--- config.mk ---
export PLATFORM = sky130hd
export DESIGN_NAME = wcbs_ram
export DESIGN_NICKNAME = d
export VERILOG_FILES = /design/src/sv/wcbs_ram.sv
export SDC_FILE = /design/constraint.sdc
export NUM_CORES = 1
export LEC_CHECK = 0
export BUFFER_PORTS_ARGS = -buffer_cell sky130_fd_sc_hd__buf_2
export CAP_MARGIN = 30
export CORE_MARGIN = 3
export CORE_UTILIZATION = 60
export CTS_CLUSTER_DIAMETER = 80
export DETAILED_ROUTE_END_ITERATION = 12
export PLACE_DENSITY = 0.87
export SETUP_SLACK_MARGIN = 0.02
export SLEW_MARGIN = 20
export SYNTH_ARGS = -nofsm -noshare
export SYNTH_HDL_FRONTEND = slang
export SYNTH_SLANG_ARGS = --single-unit
export TNS_END_PERCENT = 30
--- constraint.sdc ---
create_clock -name i_clk -period 3.2 [get_ports i_clk]
set_clock_uncertainty 0.15 [all_clocks]
set_input_delay 0 -clock i_clk [delete_from_list [all_inputs] [get_ports i_clk]]
set_output_delay 0 -clock i_clk [all_outputs]
set_load 0.03 [all_outputs]
--- src/sv/wcbs_ram.sv ---
module wcbs_ram #(
    parameter int WIDTH = 8,
    parameter int DEPTH = 64
) (
    input  logic                     i_clk,
    input  logic                     i_we,
    input  logic [$clog2(DEPTH)-1:0] i_waddr,
    input  logic [WIDTH-1:0]         i_wdata,
    input  logic [$clog2(DEPTH)-1:0] i_raddr,
    output logic [WIDTH-1:0]         o_rdata
);

    logic [WIDTH-1:0] r_mem [DEPTH];
    logic [WIDTH-1:0] r_rdata;

    // one write port, registered read
    always_ff @(posedge i_clk) begin
        if (i_we) begin
            r_mem[i_waddr] <= i_wdata;
        end
        r_rdata <= r_mem[i_raddr];
    end

    assign o_rdata = r_rdata;

endmodule

# Yosys cells after proc, flatten, opt, wreduce, memory -nomap -nowiden
# Memory sizes are Yosys's and may differ from the RTL's. A register that Yosys moved wholly into a read port is not among the register bits.
# Index checks and enable logic that the tools add are counted.
totals:
  regBits: 0
  latch_bits: 0
  ram_bits: 512
  mem_bits_ro: 0
  inputBits: 22
  out_inout_bits: 8
  wordCells: 3
  n_memories: 1
memory_table:
  columns: ["name", "depth", "width", "read_ports", "rd_ports_with_merged_regs", "wr", "line_no", "text"]
  rows:
  - ["r_mem", 64, 8, 1, 1, 1, "13", "logic [WIDTH-1:0] r_mem [DEPTH];"]
op_classes:
  n_addsub: 0
  n_mul: 0
  div_mod_pow: 0
  magnitude_cmp: 0
  n_eq_ne: 0
  n_shift: 0
  n_mux: 2
  n_bitwise: 0
  reduce_logical: 0
ops:
  columns: ["op", "n"]
  rows:
  - ["$mux W1", 2]

# Logic depth before layout (Yosys ltp)
# Gate-level depths: netlist (run 1).
logic_depth:
  ltp_word: 2
  ltp_mapped: 9
  mapped_depth_nobuf: 5

# Worst setup path before layout (run 1)
# No wires, ideal clock.
synth_path:
  kind: "register to register"
  start: "mem r_mem[29][4]"
  end: "reg r_rdata[4], in the netlist o_rdata[4] (read register of r_mem)"
  setup_ns: 0.132
  arrival_ns: 1.560
  required_time_ns: 2.918
  slack_ns: 1.358
  path_stages_with_launch: 6
  n_path_buf: 0
  synth_period_minus_slack_ns: 1.842
  path_cell_list: "edfxtp_1 -> mux4_2 -> mux2_2 -> o221a_2 -> nor3_1 -> o32ai_1"
synth_lines:
  columns: ["element", "line_no", "text"]
  rows:
  - ["from (decl)", "13", null]
  - ["to (decl)", "14", "logic [WIDTH-1:0] r_rdata;"]

# Worst setup path in the final report (run 1)
layout_path:
  start: "in i_we"
  end: "mem r_mem[62][4], enable pin"
layout_between:
  elab_chain_cells: 2
layout_rtl:
  columns: ["element", "line_no", "text"]
  rows:
  - ["from (decl)", "6", "input logic i_we,"]
  - ["$mux W1", "18", "if (i_we) begin"]
  - ["$mux W1 (implied by the code)", "19", "r_mem[i_waddr] <= i_wdata;"]
# Every way passes these cells.

==> impl_results.md, run 1 <==
* Crit path arrival time at 2500 ps
* Fmax at 0.404 GHz
* HP Class: in -> reg
* Clock sink count at 520
* Slew margin rel. at 36.2%
* Fillcell total at 1882
* Worst Path Required at 3220 ps
* Global-route wire length before repair at 68.8 mm
* Crit. End Element: flip-flop
* Post-route ant nets at 0
* Core Area at 0.0329 mm^2
* Final Util at 68.6%
* Largest net degree at the start of global routing at 65
* P per Cell Area at 603 mW/mm^2
* Synthesized area at 0.0202 mm^2
* Placed inst area at 0.0210 mm^2
* Total grt overflow at 0
* Mean cell area of the mapped netlist at 21.5 um^2
* Row Count at 66
* Final WL at 46.2 mm
* Die Y at 189 um
* Critical path's largest stage delay at 890 ps
* R2R Setup Slk at 920 ps
* Distinct cells, synth at 40
* Synth area leader: edfxtp_1
* Gr usage total at 26.2%
* Worst Reg-to-Reg Cells at 5
* Number of synthesized flops with an enable pin at 512
* DP HPWL at 26.8 mm
* #FFs+latches synth at 520
* Hold Path Depth at 3
* Commonest non-fill, non-tap cells in the layout: edfxtp_1 (512), mux4_2 (126), nor2_1 (83)
* IR drop worst, VDD at 0.339 mV
* Sequential cell area at 0.0155 mm^2
* Die area at 0.0358 mm^2
* Crit path max-delay family: simple AND/OR/NAND/NOR gates
* Final Setup Violations at 0
* Final Cycle Share at 77.3%
* Fin nets at 1040
* GPL Wtd Cong at 0.826
* Area added between synthesis and finish at 11.8%
* Synth Flop Type: edfxtp_1
* Gates resized, CTS repair at 0
* Seq/Total Area, Yosys at 77.0%
* Vias in the first global route at 10.4k
* Via count at 10.4k
* Clock Path Buffers at 3
* Cell breakdown of the critical path: dlygate4sd3_1, buf_2, nor2b_1, nand3_1, nor2_1
* Port bufs at 29
* Synth async-reset ratio at 0%
* CP startpoint kind: input pin
* Clock Latency Late Sink at 560 ps
* Chip Width at 189 um
* Vias per cell at 6.92
* Synth top area cells: edfxtp_1 (76%), mux4_2 (14%), nor2_1 (1.5%), mux2i_1 (1.1%), dfxtp_1 (0.79%)
* Slew @ Worst Pin at 954 ps
* CTS HTree Levels at 2
* Reg clk slew, reported paths at 70 ps
* Final Max Slew Viols at 0
* WS Path Type: in -> reg
* Commonest non-fill, non-tap cell in the layout: edfxtp_1
* Root Buffer: clkbuf_16
* Syn Nets at 962
* Share of layout cells above drive strength 1 at 26.0%
* Initial core utilization at 61.4%
* Residual DRC count at 0
* CP max stage cell: nor2_1
* Crit path buf inv count at 2
* Status: finished, final reports clean
* Area of the multi-input gates at 0.00432 mm^2
* Max-cap violations at 0
* Num CTS Buffers at 47
* Syn. warnings at 0
* CP max FO at 8
* Syn Inst Count at 940
* I/O pins at 30
* Iteration-0 DRC Markers at 1592
* Hold Vio Cnt, Final at 0
* TNS Setup at 0 ps
* Drt pass-1 iters at 6
* WL/cell at 30.8 um
* Top cell type's share of synthesized area at 76.2%
* CTS tree: built
* RSZ-0062 raised after global routing: no
* Power, Total at 13.6 mW
* Critical path depth at 5
* Finished Cell Area at 0.0226 mm^2
* Leakage at 7.08 nW
* Antenna violations before repair at 1
* Tmin final at 2480 ps
per-layer routing:
| metal | vias to the layer above | routed length (um) | global-route usage (%) |
|---|---|---|---|
| met5 | - | 13 | 0 |
| met4 | 2 | 1910 | 9.53 |
| met3 | 157 | 5100 | 5.55 |
| met2 | 798 | 22800 | 42.2 |
| met1 | 5324 | 16400 | 36.5 |
| li1 | 4087 | - | - |
cell families after synthesis:
family,synth area share (%)
AO/OA/AOI/OAI,2.07
buffers and inverters,1.57
flip-flops,77.0
AND/OR/NAND/NOR,3.39
multiplexers,15.9
metrics by stage:
stage	worst slack, ps	cells	hold WS, ps
final	725	1499	42.5
after global routing	696	1498	48.5
after CTS	831	1496	0.825
after detailed placement	692	1397	299
after global placement	702	1390	279
after floorplan	1360	940	-51.1
layout make-up:
cell class / instances / share of cell area, %
flip-flops and latches: 520 / 68.9
clock buffers: 58 / 5.62
repair buffers: 80 / 3.12
clock inverters: 29 / 0.788
multi-input cells: 369 / 19.1
well taps: 442 / 2.45
diodes: 1 / 0.0111
sequential cells by signal, summed over array words and instances, names as in the netlist:
register / cells
o_rdata: 8
r_mem: 512
power breakdown:
group	leakage (nW)	internal, mW	total (mW)	switching, mW
registers	4.67	7.54	7.56	0.0240
logic	1.69	0.286	0.759	0.473
clock network	0.716	2.90	5.28	2.38
timing repair:
| item | in CTS | in global routing |
|---|---|---|
| setup buffers | 0 | 0 |
| hold buffers | 12 | 1 |
| endpoints found under the hold margin | 340 | 64 |
worst register-to-register path: stages, from the launching register on:
cell and delay, ps:
edfxtp_1 380, mux4_2 520, mux4_2 490, nor2_1 320, nor3_1 160, o2bb2ai_1 160
cell usage after synthesis, types with 6 or more instances:
| cell | n |
|---|---|
| nand2b_1 | 7 |
| nand2_1 | 19 |
| o22ai_1 | 8 |
| mux2_2 | 13 |
| nor3_1 | 7 |
| mux2i_1 | 23 |
| buf_4 | 13 |
| edfxtp_1 | 512 |
| buf_2 | 11 |
| nand3_1 | 13 |
| nor2_1 | 83 |
| mux4_2 | 126 |
| a221oi_1 | 6 |
| nor2b_1 | 14 |
| o221ai_1 | 8 |
| clkbuf_1 | 17 |
| dfxtp_1 | 8 |
final timing paths:
check,start,to
max,i_we,r_mem[62][4]
max reg2reg,r_mem[11][2],o_rdata[2]
min,i_waddr[0],r_mem[48][3]
min reg2reg,r_mem[35][0],o_rdata[0]
Note: power is estimated with default switching activity, not from simulation.
==> run 2, diff against run 1 <==
==> constraint.sdc (replaced) <==
create_clock -name i_clk -period 2.3 [get_ports i_clk]
set_clock_uncertainty 0.15 [all_clocks]
set_input_delay 0 -clock i_clk [delete_from_list [all_inputs] [get_ports i_clk]]
set_output_delay 0 -clock i_clk [all_outputs]
set_load 0.03 [all_outputs]
==> run 2 against run 1 <==
- the run now ends with hold timing left
- cell count rose by 5.6%
- sequential cell count did not move
- critical path depth did not move
- total power up 44%
- global-route usage increased by 2.4 points
- register-to-register slack worse by 830 ps
- setup slack worse by 640 ps
- utilization increased by 2.3 points
- hold slack got worse by 70 ps
- non-clock buffer count is 85 higher
- count of clock-buffer cells in the layout is 2 lower
- via count grew 5.1%
==> impl_results.md, run 2 (same netlist as run 1, synthesis figures left out) <==
* Internal power at 15.5 mW
* Iteration-0 DRC Markers at 1839
* Total grt overflow at 0
* Global-route wire length before repair at 74.7 mm
* Via count at 10.9k
* Area of the multi-input gates at 0.00432 mm^2
* Vias in the first global route at 11.1k
* GPL Wtd Cong at 0.884
* Final Setup Violations at 0
* Sw frac at 20.8%
* Fin nets at 1125
* Largest net degree at the start of global routing at 65
* Sequential cell area at 0.0155 mm^2
* Failing checks: hold timing
* Fin Hold WS at -28.0 ps
* Drt pass-1 iters at 5
* Root Buffer: clkbuf_16
* CP max FO at 1
* CTS tree: built
* P per Cell Area at 839 mW/mm^2
* RSZ-0062 raised after global routing: no
* Fmax at 0.452 GHz
* Hold Vio Cnt, Final at 3
* Logic pwr share at 5.7%
* Gr usage total at 28.7%
* Clock Latency Late Sink at 560 ps
* Power, Total at 19.6 mW
* Num CTS Buffers at 47
* Slew margin rel. at 41.1%
* Initial core utilization at 61.4%
* Leakage at 7.57 nW
* Row Count at 66
* Met1 usage at 39.5%
* GRT busiest layer: met2
* I/O pins at 30
* Clock share of power at 40.4%
* P_sw at 4.07 mW
* TNS Setup at 0 ps
* Status: complete, but fails checks
* Met3 Track Usage GR at 6.07%
* Final Max Slew Viols at 0
* Residual DRC count at 0
* Post-route ant nets at 0
* Chip Width at 189 um
* CP startpoint kind: flip-flop
* Core Area at 0.0329 mm^2
* Final Util at 71.0%
* CTS HTree Levels at 2
* Final WL at 50.0 mm
* Crit. End Element: flip-flop
* Fillcell total at 1814
* Largest register FFs at 512
* Crit path arrival time at 2480 ps
* Antenna violations before repair at 3
* Gates resized, CTS repair at 0
* Die Y at 189 um
* WS Path Type: reg -> reg
* Tmin final at 2210 ps
* Clock Path Buffers at 3
* Area added between synthesis and finish at 15.6%
* IR drop worst, VDD at 0.556 mV
* Finished Cell Area at 0.0233 mm^2
* Vias per cell at 6.88
* HP Class: in -> reg
* Share of layout cells above drive strength 1 at 31.7%
* Placed Cells at 1482
* Most flops, register: r_mem
* GRT met2 Usage at 45.7%
* Non-Filler Instances at 1583
* DP HPWL at 28.9 mm
* Setup repair bufs after CTS at 0
* WL/cell at 31.6 um
* Clock sink count at 520
* Reg clk slew, reported paths at 70 ps
* Die area at 0.0358 mm^2
* Share of power burned in registers at 53.8%
* Slew @ Worst Pin at 883 ps
* Max-cap violations at 0
* Commonest non-fill, non-tap cell in the layout: edfxtp_1
* Final Cycle Share at 96.2%
* Placed inst area at 0.0216 mm^2
* Port bufs at 29
* Commonest non-fill, non-tap cells in the layout: edfxtp_1 (512), mux4_2 (126), buf_4 (112)
* Worst Path Required at 2570 ps
==> run 2: changes by cell type in the layout (fill, tap and decap cells not counted), moves of 2 or more <==
cell        previous run  this run
buf_12                 7        12
buf_16                 2         0
bufinv_16              1         6
clkinvlp_4             1         4
buf_4                 32       112
clkbuf_8               4         1
clkinv_1              13        10
==> run 2: power groups by stage <==
| stage | sequential, mW | clock [mW] | combinational (mW) |
|---|---|---|---|
| floorplan | 10.7 | 0 | 0.559 |
| global placement | 10.7 | 0 | 1.02 |
| detailed placement | 10.7 | 0 | 1.06 |
| CTS | 10.5 | 7.94 | 1.10 |
| global route | 10.5 | 8.30 | 1.17 |
| finish | 10.5 | 7.91 | 1.12 |
==> run 2: path summary, 6_finish.rpt <==
kind,from,endpoint,slack [ps],cells after the start
min reg2reg,r_mem[30][4],o_rdata[4],700,3
max,r_mem[3][5],o_rdata[5],90,5
min,i_waddr[0],r_mem[51][1],-30,3
max reg2reg,r_mem[3][5],o_rdata[5],90,5
==> run 2: layer usage <==
layer | vias to the layer above | routed length, um
li1 | 4247 | -
met4 | 4 | 2710
met2 | 948 | 24300
met3 | 206 | 5710
met5 | - | 24
met1 | 5488 | 17300
==> run 2: layout make-up <==
class / count / area share, %
multi-input cells: 369 / 18.5
clock inverters: 30 / 1.28
clock buffers: 56 / 5.37
well taps: 442 / 2.37
flip-flops and latches: 520 / 66.6
diodes: 1 / 0.0107
repair buffers: 165 / 5.85
==> run 2: what timing repair did <==
action | CTS | global route
hold buffers | 15 | 0
hold endpoints to repair | 314 | 0
setup endpoints to repair | 0 | 3
==> run 2: critical path: stages, from the launching register on <==
cell and delay (ps):
edfxtp_1 350, mux4_2 470, nor2b_1 160, a2111oi_0 650, buf_4 230, o41ai_1 70
==> run 2: metrics by stage <==
| step | setup WS [ps] | hold WS, ps |
|---|---|---|
| floorplan | 458 | -51.1 |
| global placement | -92.2 | 290 |
| detailed placement | -92.2 | 298 |
| CTS | 121 | 16.8 |
| global route | 28.3 | 36.6 |
| finish | 86.5 | -28.0 |
==> run 3, diff against run 2 <==
==> constraint.sdc (replaced) <==
create_clock -name i_clk -period 2.5 [get_ports i_clk]
set_clock_uncertainty 0.15 [all_clocks]
set_input_delay 0.5 -clock i_clk [delete_from_list [all_inputs] [get_ports i_clk]]
set_output_delay 0.5 -clock i_clk [all_outputs]
set_load 0.03 [all_outputs]
==> run 3 against run 2 <==
- the flow now finishes without violations
- hold slack better by 310 ps
- sequential power is 8% lower
- highest routed layer unchanged
- combinational power is 8% lower
- setup slack better by 35 ps
- total power is 10% lower
==> impl_results.md, run 3 (same netlist as run 1, synthesis figures left out) <==
* Fin Hold WS at 283 ps
* Most flops, register: r_mem
* TNS Setup at 0 ps
* Largest register FFs at 512
* Die Y at 189 um
* Worst Hold Path EP: o_rdata[6]
* Row Count at 66
* CP max FO at 16
* Clock Latency Late Sink at 550 ps
* Iteration-0 DRC Markers at 1700
* WL/cell at 31.6 um
* RSZ-0062 raised after global routing: no
* Share of power burned in registers at 55.1%
* Reg2reg end: o_rdata[4]
* WS Path Type: in -> reg
* IR drop worst, VDD at 0.455 mV
* Clock sink count at 520
* Vias in the first global route at 11.0k
* P per Cell Area at 755 mW/mm^2
* Total grt overflow at 0
* Sw frac at 20.6%
* Internal power at 13.9 mW
* Leakage at 7.56 nW
* Crit path arrival time at 2670 ps
* Die area at 0.0358 mm^2
* Largest net degree at the start of global routing at 65
* Critical path's largest stage delay at 550 ps
* Antenna violations before repair at 2
* Final WL at 49.9 mm
* Clock share of power at 39.0%
* R2R Setup Slk at 160 ps
* Residual DRC count at 0
* Fmax at 0.420 GHz
* Finished Cell Area at 0.0233 mm^2
* Hold Vio Cnt, Final at 0
* CTS tree: built
* HP Class: in -> reg
* Final Cycle Share at 95.1%
* Area added between synthesis and finish at 15.3%
* Crit path top cell by count: mux4_2
* CTS Hold Bufs at 0
* Crit. End Element: flip-flop
* Max-cap violations at 0
* CTS HTree Levels at 2
* Worst setup margin at 122 ps
* Slew margin rel. at 53.1%
* GPL Wtd Cong at 0.838
* Slew @ Worst Pin at 703 ps
* Worst Path Required at 2790 ps
* Via count at 10.8k
* Port bufs at 29
* Core Area at 0.0329 mm^2
* Reg clk slew, reported paths at 60 ps
* Share of layout cells above drive strength 1 at 32.4%
* Status: finished, final reports clean
* Gr usage total at 28.6%
* DP HPWL at 29.8 mm
* Chip Width at 189 um
* CP startpoint kind: input pin
* Crit path buf inv count at 2
* Hold path start: i_raddr[5]
* Placed inst area at 0.0218 mm^2
* CP max stage cell: mux4_2
* Worst slack at placement at -637 ps
* Clock Path Buffers at 3
* Vias per cell at 6.83
* Hold Path Depth at 3
* Tmin final at 2380 ps
* Commonest non-fill, non-tap cell in the layout: edfxtp_1
* Num CTS Buffers at 47
* Drt pass-1 iters at 6
* Cell breakdown of the critical path: clkbuf_8, buf_4, mux4_2, mux4_2, nor2_1, nor3_1, o2bb2ai_1
* Global-route wire length before repair at 74.3 mm
* Logic pwr share at 5.9%
* P_sw at 3.62 mW
* I/O pins at 30
* Worst r2r src: r_mem[21][4]
* Crit path max-delay family: multiplexers
* Post-route ant nets at 0
* Final Max Slew Viols at 0
* Worst Reg-to-Reg Cells at 5
* Commonest non-fill, non-tap cells in the layout: edfxtp_1 (512), mux4_2 (126), buf_4 (125)
* Final Setup Violations at 0
* Initial core utilization at 61.4%
* Root Buffer: clkbuf_16
* Fin nets at 1127
[run 3: power by group through the flow]
stage | clock network, mW | logic (mW) | registers (mW)
global route | 7.21 | 1.08 | 9.68
finish | 6.85 | 1.03 | 9.68
global placement | 0 | 0.957 | 9.86
CTS | 6.89 | 1.02 | 9.68
detailed placement | 0 | 0.996 | 9.86
floorplan | 0 | 0.514 | 9.88
[run 3: worst max path at each step]
stage               start         end  slack, ps  depth (start not counted)
6_report       i_raddr[0]  o_rdata[0]        120                          7
3_5_place_dp   i_raddr[0]  o_rdata[3]       -640                          6
4_1_cts        i_raddr[0]  o_rdata[3]         80                          6
5_1_grt        i_raddr[0]  o_rdata[0]         90                          7
3_3_place_gp   i_raddr[0]  o_rdata[3]       -560                          6
2_1_floorplan  i_raddr[1]  o_rdata[3]        180                          7
[run 3: worst reg2reg max path, stage by stage, from the launching register on]
cell and delay, ps:
edfxtp_1 370, mux4_2 480, mux2_2 310, o221a_2 280, nor3_1 440, o32ai_1 180
[run 3: repair_timing]
item                       in CTS  in global routing
gates resized for setup         1                  1
setup buffers                   0                  0
setup endpoints to repair       1                  1
[run 3: through the flow]
| stage | total power [mW] | cells | util, % |
|---|---|---|---|
| after floorplan | 10.4 | 940 | - |
| after global placement | 10.8 | 1498 | 66.3 |
| after detailed placement | 10.9 | 1498 | 66.3 |
| after CTS | 17.6 | 1578 | 70.7 |
| after global routing | 18.0 | 1578 | 70.7 |
| final | 17.6 | 1579 | 70.7 |
[run 3: cell type report]
type | instances | area [um^2]
Clock inverter | 14 | 113
Sequential cell | 520 | 15500
Clock buffer | 66 | 1330
Multi-Input combinational cell | 369 | 4320
Tap cell | 442 | 553
Fill cell | 1822 | 9610
Timing Repair Buffer | 167 | 1400
Antenna cell | 1 | 2.50
[run 3: per-layer routing]
layer | up-vias | global-route usage (%) | part of all wire, %
li1 | 4237 | - | -
met1 | 5487 | 39.1 | 35
met2 | 858 | 46.9 | 50
met3 | 208 | 4.83 | 10
met4 | 2 | 12.1 | 5.1
met5 | - | 0 | 0.026
